`src/design/string_to_unsigned_parser_macros.svh`:
```
// Assertion macros used by the string-to-unsigned parser RTL.
// Depends on nothing; included by files that carry concurrent checks.
`ifndef STRING_TO_UNSIGNED_PARSER_MACROS_SVH
`define STRING_TO_UNSIGNED_PARSER_MACROS_SVH

`ifndef SYNTHESIS
// same-cycle implication, held off during reset
`define STU_ASSERT(label, clk, rstn, ante, cons) \
    label: assert property (@(posedge clk) disable iff (!(rstn)) (ante) |-> (cons)) \
        else $error("assertion failed");
// next-cycle implication, held off during reset
`define STU_ASSERT_NEXT(label, clk, rstn, ante, cons) \
    label: assert property (@(posedge clk) disable iff (!(rstn)) (ante) |=> (cons)) \
        else $error("assertion failed");
`else
`define STU_ASSERT(label, clk, rstn, ante, cons)
`define STU_ASSERT_NEXT(label, clk, rstn, ante, cons)
`endif

`endif

```
`src/design/stu_pkg.sv`:
```
// Types, character codes and the digit decoder of the string-to-unsigned parser.
// Depends on nothing; imported by every parser module.
package stu_pkg;

    // configuration port
    localparam int CFG_ADDR_W = 3;
    localparam int BASE_W     = 6;
    localparam logic [CFG_ADDR_W-3:0] REG_NUMBER_BASE = '0;

    // radix codes
    localparam logic [BASE_W-1:0] BASE_AUTO = 6'd0;
    localparam logic [BASE_W-1:0] BASE_OCT  = 6'd8;
    localparam logic [BASE_W-1:0] BASE_DEC  = 6'd10;
    localparam logic [BASE_W-1:0] BASE_HEX  = 6'd16;
    localparam logic [BASE_W-1:0] NO_DIGIT  = 6'd63;

    // character codes
    localparam logic [7:0] CH_TAB     = 8'h09;
    localparam logic [7:0] CH_CR      = 8'h0D;
    localparam logic [7:0] CH_SPACE   = 8'h20;
    localparam logic [7:0] CH_PLUS    = 8'h2B;
    localparam logic [7:0] CH_MINUS   = 8'h2D;
    localparam logic [7:0] CH_ZERO    = 8'h30;
    localparam logic [7:0] CH_NINE    = 8'h39;
    localparam logic [7:0] CH_UPPER_A = 8'h41;
    localparam logic [7:0] CH_UPPER_Z = 8'h5A;
    localparam logic [7:0] CH_UPPER_X = 8'h58;
    localparam logic [7:0] CH_LOWER_A = 8'h61;
    localparam logic [7:0] CH_LOWER_Z = 8'h7A;
    localparam logic [7:0] CH_LOWER_X = 8'h78;
    localparam logic [7:0] LETTER_OFS = 8'd10;

    typedef enum logic [2:0] {
        PH_IDLE,
        PH_LEAD,
        PH_SIGNED,
        PH_ZERO,
        PH_DIGITS
    } phase_t;

    typedef enum logic [1:0] {
        DS_NONE,
        DS_VALID,
        DS_OVF
    } dstat_t;

    // conversion control state
    typedef struct packed {
        phase_t              phase;
        logic                negative;
        dstat_t              dstat;
        logic [BASE_W-1:0]   base;
    } stu_ctrl_t;

    // per-step result flags
    typedef struct packed {
        logic emit;
        logic overflow;
        logic got_digits;
    } stu_res_t;

    // digit value 0..35, NO_DIGIT for anything else
    function automatic logic [BASE_W-1:0] stu_digit_of(input logic [7:0] c);
        logic [7:0] t;
        t = {2'b00, NO_DIGIT};
        if (c >= CH_ZERO && c <= CH_NINE) begin
            t = c - CH_ZERO;
        end else if (c >= CH_UPPER_A && c <= CH_UPPER_Z) begin
            t = c - CH_UPPER_A + LETTER_OFS;
        end else if (c >= CH_LOWER_A && c <= CH_LOWER_Z) begin
            t = c - CH_LOWER_A + LETTER_OFS;
        end
        return t[BASE_W-1:0];
    endfunction

endpackage

```
`src/design/string_to_unsigned_parser.sv`:
```
// Top level of the streaming string-to-unsigned parser.
// Depends on stu_pkg, stu_cfg, stu_step and string_to_unsigned_parser_macros.svh.
//
// Takes one text character per request and keeps one conversion in flight:
// leading tab/CR/space are skipped, one sign is taken, 0x/0X or a leading zero
// select the radix when number_base is 0 (or 16 for 0x), and digits accumulate
// up to the base, saturating to all ones on overflow. The first character that
// is not a digit produces one result request with the value, overflow flag,
// got_digits and the end offset (0 when no digits were seen). The block takes
// one character every cycle unless a result would land on an unread result; a
// character is registered on acceptance and then stepped, which registers any
// result. The rate is set by the conversion state recurrence: the accumulator
// multiply-add and its range check are combinational. number_base is sampled
// when a character marked first is stepped.
`include "string_to_unsigned_parser_macros.svh"

module string_to_unsigned_parser #(
    parameter int VALUE_BITS    = 32,
    parameter int POSITION_BITS = 16
) (
    input  logic                              aclk,
    input  logic                              aresetn,
    // character requests
    input  logic                              s_valid,
    output logic                              s_ready,
    input  logic [7:0]                        s_ch,
    input  logic                              s_first,
    // result requests
    output logic                              m_valid,
    input  logic                              m_ready,
    output logic [VALUE_BITS-1:0]             m_value,
    output logic                              m_overflow,
    output logic                              m_got_digits,
    output logic [POSITION_BITS-1:0]          m_end_offset,
    // configuration
    input  logic                              psel,
    input  logic                              penable,
    input  logic                              pwrite,
    input  logic [stu_pkg::CFG_ADDR_W-1:0]    paddr,
    input  logic [31:0]                       pwdata,
    output logic [31:0]                       prdata,
    output logic                              pready
);
    import stu_pkg::*;

    logic [BASE_W-1:0]          number_base;

    logic                       in_valid_reg;
    logic [7:0]                 in_ch_reg;
    logic                       in_first_reg;

    stu_ctrl_t                  ctrl_reg;
    stu_ctrl_t                  ctrl_next;
    logic [VALUE_BITS-1:0]      acc_reg;
    logic [VALUE_BITS-1:0]      acc_next;
    logic [POSITION_BITS-1:0]   pos_reg;
    logic [POSITION_BITS-1:0]   pos_next;

    stu_res_t                   res;
    logic [VALUE_BITS-1:0]      res_value;
    logic [POSITION_BITS-1:0]   res_offset;

    logic                       m_valid_reg;
    logic [VALUE_BITS-1:0]      m_value_reg;
    logic                       m_overflow_reg;
    logic                       m_got_digits_reg;
    logic [POSITION_BITS-1:0]   m_end_offset_reg;

    logic                       fire;

    stu_cfg u_cfg (
        .aclk        (aclk),
        .aresetn     (aresetn),
        .psel        (psel),
        .penable     (penable),
        .pwrite      (pwrite),
        .paddr       (paddr),
        .pwdata      (pwdata),
        .prdata      (prdata),
        .pready      (pready),
        .number_base (number_base)
    );

    stu_step #(
        .VALUE_BITS    (VALUE_BITS),
        .POSITION_BITS (POSITION_BITS)
    ) u_step (
        .ch          (in_ch_reg),
        .first       (in_first_reg),
        .number_base (number_base),
        .ctrl        (ctrl_reg),
        .acc         (acc_reg),
        .pos         (pos_reg),
        .ctrl_next   (ctrl_next),
        .acc_next    (acc_next),
        .pos_next    (pos_next),
        .res         (res),
        .res_value   (res_value),
        .res_offset  (res_offset)
    );

    // step proceeds unless its result would land on an unread result
    assign fire    = in_valid_reg && (!res.emit || !m_valid_reg || m_ready);
    assign s_ready = !in_valid_reg || fire;

    // input register
    always_ff @(posedge aclk) begin
        if (!aresetn) begin
            in_valid_reg <= 1'b0;
        end else if (s_ready) begin
            in_valid_reg <= s_valid;
        end
        if (s_ready && s_valid) begin
            in_ch_reg    <= s_ch;
            in_first_reg <= s_first;
        end
    end

    // conversion state
    always_ff @(posedge aclk) begin
        if (!aresetn) begin
            ctrl_reg.phase    <= PH_IDLE;
            ctrl_reg.negative <= 1'b0;
            ctrl_reg.dstat    <= DS_NONE;
            ctrl_reg.base     <= BASE_DEC;
            acc_reg           <= '0;
            pos_reg           <= '0;
        end else if (fire) begin
            ctrl_reg <= ctrl_next;
            acc_reg  <= acc_next;
            pos_reg  <= pos_next;
        end
    end

    // result register
    always_ff @(posedge aclk) begin
        if (!aresetn) begin
            m_valid_reg <= 1'b0;
        end else if (fire && res.emit) begin
            m_valid_reg <= 1'b1;
        end else if (m_ready) begin
            m_valid_reg <= 1'b0;
        end
        if (fire && res.emit) begin
            m_value_reg      <= res_value;
            m_overflow_reg   <= res.overflow;
            m_got_digits_reg <= res.got_digits;
            m_end_offset_reg <= res_offset;
        end
    end

    assign m_valid      = m_valid_reg;
    assign m_value      = m_value_reg;
    assign m_overflow   = m_overflow_reg;
    assign m_got_digits = m_got_digits_reg;
    assign m_end_offset = m_end_offset_reg;

    // checks
    `STU_ASSERT(a_no_digits_zero, aclk, aresetn, m_valid_reg && !m_got_digits_reg, m_end_offset_reg == '0 && m_value_reg == '0 && !m_overflow_reg)
    `STU_ASSERT(a_ovf_saturates, aclk, aresetn, m_valid_reg && m_overflow_reg, (&m_value_reg) && m_got_digits_reg)
    `STU_ASSERT_NEXT(a_emit_lands, aclk, aresetn, fire && res.emit, m_valid_reg)
    `STU_ASSERT(a_idle_silent, aclk, aresetn, in_valid_reg && !in_first_reg && ctrl_reg.phase == PH_IDLE, !res.emit)

endmodule

```
`src/design/stu_cfg.sv`:
```
// Configuration register file (number_base) behind an APB-style port.
// Depends on stu_pkg.
module stu_cfg (
    input  logic                              aclk,
    input  logic                              aresetn,
    input  logic                              psel,
    input  logic                              penable,
    input  logic                              pwrite,
    input  logic [stu_pkg::CFG_ADDR_W-1:0]    paddr,
    input  logic [31:0]                       pwdata,
    output logic [31:0]                       prdata,
    output logic                              pready,
    output logic [stu_pkg::BASE_W-1:0]        number_base
);
    import stu_pkg::*;

    logic [BASE_W-1:0]       base_reg;
    logic [CFG_ADDR_W-3:0]   reg_idx;
    logic                    wr_en;

    assign reg_idx = paddr[CFG_ADDR_W-1:2];
    assign wr_en   = psel && penable && pwrite && pready;
    assign pready  = 1'b1;

    // register write
    always_ff @(posedge aclk) begin
        if (!aresetn) begin
            base_reg <= BASE_DEC;
        end else if (wr_en && reg_idx == REG_NUMBER_BASE) begin
            base_reg <= pwdata[BASE_W-1:0];
        end
    end

    // read mux
    assign prdata = (reg_idx == REG_NUMBER_BASE) ? {{(32-BASE_W){1'b0}}, base_reg} : '0;

    assign number_base = base_reg;

endmodule

```
`src/design/stu_step.sv`:
```
// One parse step: next conversion state and the result for one character.
// Depends on stu_pkg; purely combinational.
module stu_step #(
    parameter int VALUE_BITS    = 32,
    parameter int POSITION_BITS = 16
) (
    input  logic [7:0]                  ch,
    input  logic                        first,
    input  logic [stu_pkg::BASE_W-1:0]  number_base,
    input  stu_pkg::stu_ctrl_t          ctrl,
    input  logic [VALUE_BITS-1:0]       acc,
    input  logic [POSITION_BITS-1:0]    pos,
    output stu_pkg::stu_ctrl_t          ctrl_next,
    output logic [VALUE_BITS-1:0]       acc_next,
    output logic [POSITION_BITS-1:0]    pos_next,
    output stu_pkg::stu_res_t           res,
    output logic [VALUE_BITS-1:0]       res_value,
    output logic [POSITION_BITS-1:0]    res_offset
);
    import stu_pkg::*;

    localparam int PROD_W = VALUE_BITS + BASE_W;

    stu_ctrl_t               cur;
    logic [VALUE_BITS-1:0]   a;
    logic [POSITION_BITS-1:0] p;
    logic [POSITION_BITS-1:0] p_inc;
    logic [BASE_W-1:0]       dval;
    logic [BASE_W-1:0]       d_base;
    logic [BASE_W-1:0]       eff_base;
    logic [VALUE_BITS-1:0]   d_acc;
    dstat_t                  d_ds;
    logic                    do_digit;
    logic                    is_ws;
    logic                    is_sign;
    logic                    is_x;
    logic                    pfx_base;
    logic [PROD_W-1:0]       prod;
    logic                    prod_ovf;
    logic                    got;

    assign dval = stu_digit_of(ch);

    always_comb begin
        // a first character restarts the conversion
        cur = ctrl;
        a   = acc;
        p   = pos;
        if (first) begin
            cur.phase    = PH_LEAD;
            cur.negative = 1'b0;
            cur.dstat    = DS_NONE;
            cur.base     = number_base;
            a            = '0;
            p            = '0;
        end
        p_inc = (&p) ? p : p + 1'b1;

        is_ws    = (ch == CH_TAB) || (ch == CH_CR) || (ch == CH_SPACE);
        is_sign  = (ch == CH_PLUS) || (ch == CH_MINUS);
        is_x     = (ch == CH_UPPER_X) || (ch == CH_LOWER_X);
        pfx_base = (cur.base == BASE_AUTO) || (cur.base == BASE_HEX);

        ctrl_next = cur;
        acc_next  = a;
        pos_next  = p;
        d_base    = cur.base;
        d_acc     = a;
        d_ds      = cur.dstat;
        do_digit  = 1'b0;

        // prefix handling
        unique case (cur.phase)
            PH_IDLE: begin
            end
            PH_LEAD, PH_SIGNED: begin
                if (cur.phase == PH_LEAD && is_ws) begin
                    pos_next = p_inc;
                end else if (cur.phase == PH_LEAD && is_sign) begin
                    ctrl_next.negative = (ch == CH_MINUS);
                    ctrl_next.phase    = PH_SIGNED;
                    pos_next           = p_inc;
                end else if (ch == CH_ZERO && pfx_base) begin
                    ctrl_next.phase = PH_ZERO;
                    pos_next        = p_inc;
                end else begin
                    if (cur.base == BASE_AUTO) begin
                        d_base = BASE_DEC;
                    end
                    do_digit = 1'b1;
                end
            end
            PH_ZERO: begin
                if (is_x) begin
                    ctrl_next.base  = BASE_HEX;
                    ctrl_next.phase = PH_DIGITS;
                    pos_next        = p_inc;
                end else begin
                    // the leading zero counts as a digit
                    if (cur.base == BASE_AUTO) begin
                        d_base = BASE_OCT;
                    end
                    d_acc    = '0;
                    d_ds     = DS_VALID;
                    do_digit = 1'b1;
                end
            end
            PH_DIGITS: begin
                do_digit = 1'b1;
            end
            default: begin
                ctrl_next.phase = PH_IDLE;
            end
        endcase

        // multiply-add with range check
        eff_base = (d_base == BASE_AUTO) ? BASE_DEC : d_base;
        prod     = PROD_W'(d_acc) * PROD_W'(eff_base) + PROD_W'(dval);
        prod_ovf = |prod[PROD_W-1:VALUE_BITS];

        res        = '0;
        got        = (d_ds != DS_NONE);
        res_value  = '0;
        res_offset = '0;

        if (do_digit) begin
            ctrl_next.base  = d_base;
            ctrl_next.phase = PH_DIGITS;
            ctrl_next.dstat = d_ds;
            acc_next        = d_acc;
            if (dval < eff_base) begin
                if (d_ds == DS_OVF || prod_ovf) begin
                    ctrl_next.dstat = DS_OVF;
                end else begin
                    ctrl_next.dstat = DS_VALID;
                    acc_next        = prod[VALUE_BITS-1:0];
                end
                pos_next = p_inc;
            end else begin
                // terminator: report and go idle
                ctrl_next.phase = PH_IDLE;
                res.emit        = 1'b1;
                res.overflow    = (d_ds == DS_OVF);
                res.got_digits  = got;
                if (d_ds == DS_OVF) begin
                    res_value = '1;
                end else if (cur.negative) begin
                    res_value = '0 - d_acc;
                end else begin
                    res_value = d_acc;
                end
                res_offset = got ? p : '0;
            end
        end
    end

endmodule
```
`config.mk`:
```
export PLATFORM = sky130hd
export DESIGN_NAME = string_to_unsigned_parser
export DESIGN_NICKNAME = d
export VERILOG_FILES = /design/src/design/stu_pkg.sv /design/src/design/string_to_unsigned_parser.sv /design/src/design/stu_cfg.sv /design/src/design/stu_step.sv
export VERILOG_INCLUDE_DIRS = /design/src /design/src/design
export SDC_FILE = /design/constraint.sdc
export NUM_CORES = 1
export LEC_CHECK = 0
export BUFFER_PORTS_ARGS = -buffer_cell sky130_fd_sc_hd__buf_2
export CORE_MARGIN = 5
export CORE_UTILIZATION = 52
export DETAILED_ROUTE_END_ITERATION = 12
export GPL_TIMING_DRIVEN = 0
export PLACE_DENSITY = 0.74
export SETUP_SLACK_MARGIN = 0.02
export SLEW_MARGIN = 10
export SYNTH_ARGS = -nofsm -noshare
export SYNTH_HDL_FRONTEND = slang
export SYNTH_SLANG_ARGS = --single-unit
```
`constraint.sdc`:
```
create_clock -name aclk -period 10.1 [get_ports aclk]
set_input_delay 2.02 -clock aclk [delete_from_list [all_inputs] [get_ports aclk]]
set_output_delay 2.02 -clock aclk [all_outputs]
set_load 0.005 [all_outputs]
```
==> metrics.md <==
| Metric | Value |
|---|---|
| Worst hold path type | `reg -> reg` |
| Die W | `between 150 and 200 µm` |
| Clock Skew | `around 15 ps` |
| Routed wire per std cell | `19.7 µm` |
| GP Congestion | `0.942` |
| Clock root buffer | `clkbuf_16` |
| Hold_buf cts | `0` |
| Cell Area, Synth | `between 10000 and 15000 µm²` |
| Leak pwr | `0.00713 µW` |
| Grt ovf | `0` |
| Port-buffer cells | `80` |
| Seq cells post-synth | `about 130` |
| Buffers & Inverters on Critical Path | `7` |
| Antenna viol nets, final | `0` |
| Max incr delay on CP | `640 ps` |
| Cell Rows | `59` |
| HPWL Detailed | `~32000 µm` |
| Worst slack, placed | `605 ps` |
| Synth async-reset ratio | `0` |
| Max Cap Violations | `0` |
| Iter 0 DRT Violations | `approximately 1.1k` |
| Syn_area_per_cell | `a little under 9 µm²` |
| Share of cells above drive strength 1 | `0.111` |
| Crit path time final | `roughly 9600 ps` |
| Hold_ws | `~460 ps` |
| FF-to-FF setup slack | `500 ps` |
| Pwr dens | `85.5 nW/µm²` |
| Part of the Yosys area used for sequential elements | `0.231` |
| Setup Total Neg Slack | `0 ps` |
| DIE AREA | `between 20000 and 30000 µm²` |
| CTS tree | `done` |
| WS Path Type | `reg -> reg` |
| Min-delay src | `pos_reg[1]` |
| Max Transition Viols Final | `0` |
| CP endpoint kind | `flip-flop` |
| Max Buffers Root-to-Sink | `2` |
| Worst-path maximum fanout | `10` |
| Critical Path AT | `between 9000 and 10000 ps` |
| Crit path from | `in_ch_reg[0]` |
| Area Overhead vs Synth | `11.2%` |
| Reg-to-Reg Start | `in_ch_reg[0]` |
| Final core occ | `0.582` |
| Setup-failing EPs final | `0` |
| Clock-pin transition on the worst setup and hold timing paths | `70 ps` |
| Top delay family on crit path | `adder cells` |
| Slew HR | `0.0797` |
| Worst-Skew Late Latency | `between 400 and 500 ps` |
| Max Clk Rate | `approximately 100 MHz` |
| Post-synth top area share | `0.183` |
| Gate Count Post-Synth | `between 1.5k and 2k` |
| Status | `finished clean` |
| Distinct cells, synth | `79` |
| Reg2reg path depth | `27` |
| Post-synth EDFFs | `just under 60` |
| Worst Hold End | `pos_reg[1]` |
| Post-cts sizing count | `0` |
| Maximum VDD drop | `~0.00011 V` |
| Worst path slowest cell | `nor2_1` |
| Setup bufs post-CTS | `0` |
| CP Data Required Time | `around 10000 ps` |
| Antenna violations before repair | `0` |
| Core Region | `25900 µm²` |
| Area contributors post-synth | `fa_1 (18%), edfxtp_1 (13%), dfxtp_1 (10%), ha_1 (8.9%), and2_1 (6.2%)` |
| Fin crit share | `0.950` |
| GRT Util Overall | `0.273` |
| Number of global-route vias before repair | `between 10k and 15k` |
| Antenna Cells | `0` |
| Dominant synthesized flop cell | `dfxtp_1` |
| Largest net degree at the start of global routing | `29` |
| H-tree depth | `4` |
| RSZ-0062 raised after global routing | `no` |
| DRC errors left | `0` |
| I/O Pins | `about 140` |
| Final #Nets | `~1.9k` |
| DR pass1 iterations | `6` |
| Vias | `12.1k` |
| Wirelength, routed | `approximately 40000 µm` |
| Ys Warns | `0` |
| Num CTS Buffers | `17` |
| Vias per cell | `5.98` |
| Yosys top cell by area | `fa_1` |
| Worst Max-Slew Pin Slew | `1360 ps` |
| CP Launch Type | `flip-flop` |
| Final setup margin | `between 500 and 600 ps` |
| CTS Sinks | `approximately 130` |
| First-pass GRT wire length | `about 63000 µm` |
| Initial Utilization | `0.524` |
| Chip Height | `about 170 µm` |
| Reg-to-reg endpoint | `acc_reg[9]` |
| Worst hold path cell count | `2` |
| Fin. Hold Viols | `0` |
## cells in the mapped netlist, drive strengths merged (29+ instances only)
master	count
nor2	144
fa	124
dfxtp	68
nand2	126
ha	96
inv	60
clkbuf	71
and2	135
edfxtp	59
buf	53
nor3	30
o21ai	96
nand3	39
a22o	29
a21oi	108
## per-layer routing
metal | global-route usage | share of wire | wire length (µm) | up-vias
li1 | - | - | - | 5644
met3 | 0.0625 | 0.088 | 3530 | 83
met4 | 0.0899 | 0.032 | 1300 | 0
met2 | 0.451 | 0.47 | 18700 | 570
met5 | 0 | 0 | 0 | -
met1 | 0.357 | 0.41 | 16500 | 5823
## cells by family (layout without fill, tap and decap cells)
logic type,Yosys count,in the layout,synth area share
fa+ha+maj,220,220,0.271
flops,127,127,0.231
simple gates,595,595,0.222
compound gates,360,360,0.171
other cells,2,27,0.000554
mux,19,19,0.0143
xor+xnor,45,45,0.0290
buf+inv,185,298,0.0606
## area by class of cell
cell class / count / area, µm²
Clock buffer: 17 / 425
Inverter: 61 / 229
Fill cell: 2301 / 10800
Timing Repair Buffer: 81 / 420
Tap cell: 335 / 419
Clock inverter: 15 / 141
Multi-Input combinational cell: 1266 / 9720
Sequential cell: 127 / 3130
Buffer: 124 / 594
## power breakdown
part / leakage (µW) / total (µW) / switching [µW] / internal, µW
Sequential: 0.00117 / 550 / 5.39 / 545
Clock: 0.000266 / 605 / 280 / 325
Combinational: 0.00569 / 135 / 92.6 / 41.9
## worst min-delay path, cell delays in order (launching register included)
cell and delay (ps):
dfxtp_1 310, nand2_1 50, o21ai_0 60
## worst max-delay path by stage
stage                  endpoint  cells past startpoint
finish               acc_reg[9]                     27
global route         acc_reg[9]                     27
CTS                 acc_reg[30]                     26
floorplan           acc_reg[27]                     26
global placement    acc_reg[30]                     27
detailed placement  acc_reg[30]                     26
## metrics by stage
stage | std cells | power [µW] | cell area, µm²
final | 2026 | 1290 | 15100
after global routing | 2026 | 1330 | 15100
after CTS | 2026 | 1280 | 15100
after detailed placement | 1994 | 692 | 14500
after global placement | 1993 | 690 | 14500
after floorplan | 1578 | 646 | 13700
## layout by cell type (no fill, tap or decap), drive strengths merged, types with 8 or more instances in the layout
cell,count
nand2,126
ha,96
and2,135
xor2,21
nor2b,20
edfxtp,59
nor4,12
a21o,14
xnor2,24
dfxtp,68
fa,124
or3,12
a21oi,108
mux2i,16
and3,21
conb,27
a221oi,15
or2,9
a211oi,8
nand3,39
buf,134
nor2,144
nand4,13
nand2b,16
a22o,29
a31oi,11
inv,69
clkbuf,88
nor3,30
o21a,11
o211ai,8
o21ai,96
No activity file was read; power rests on OpenSTA's default activity.
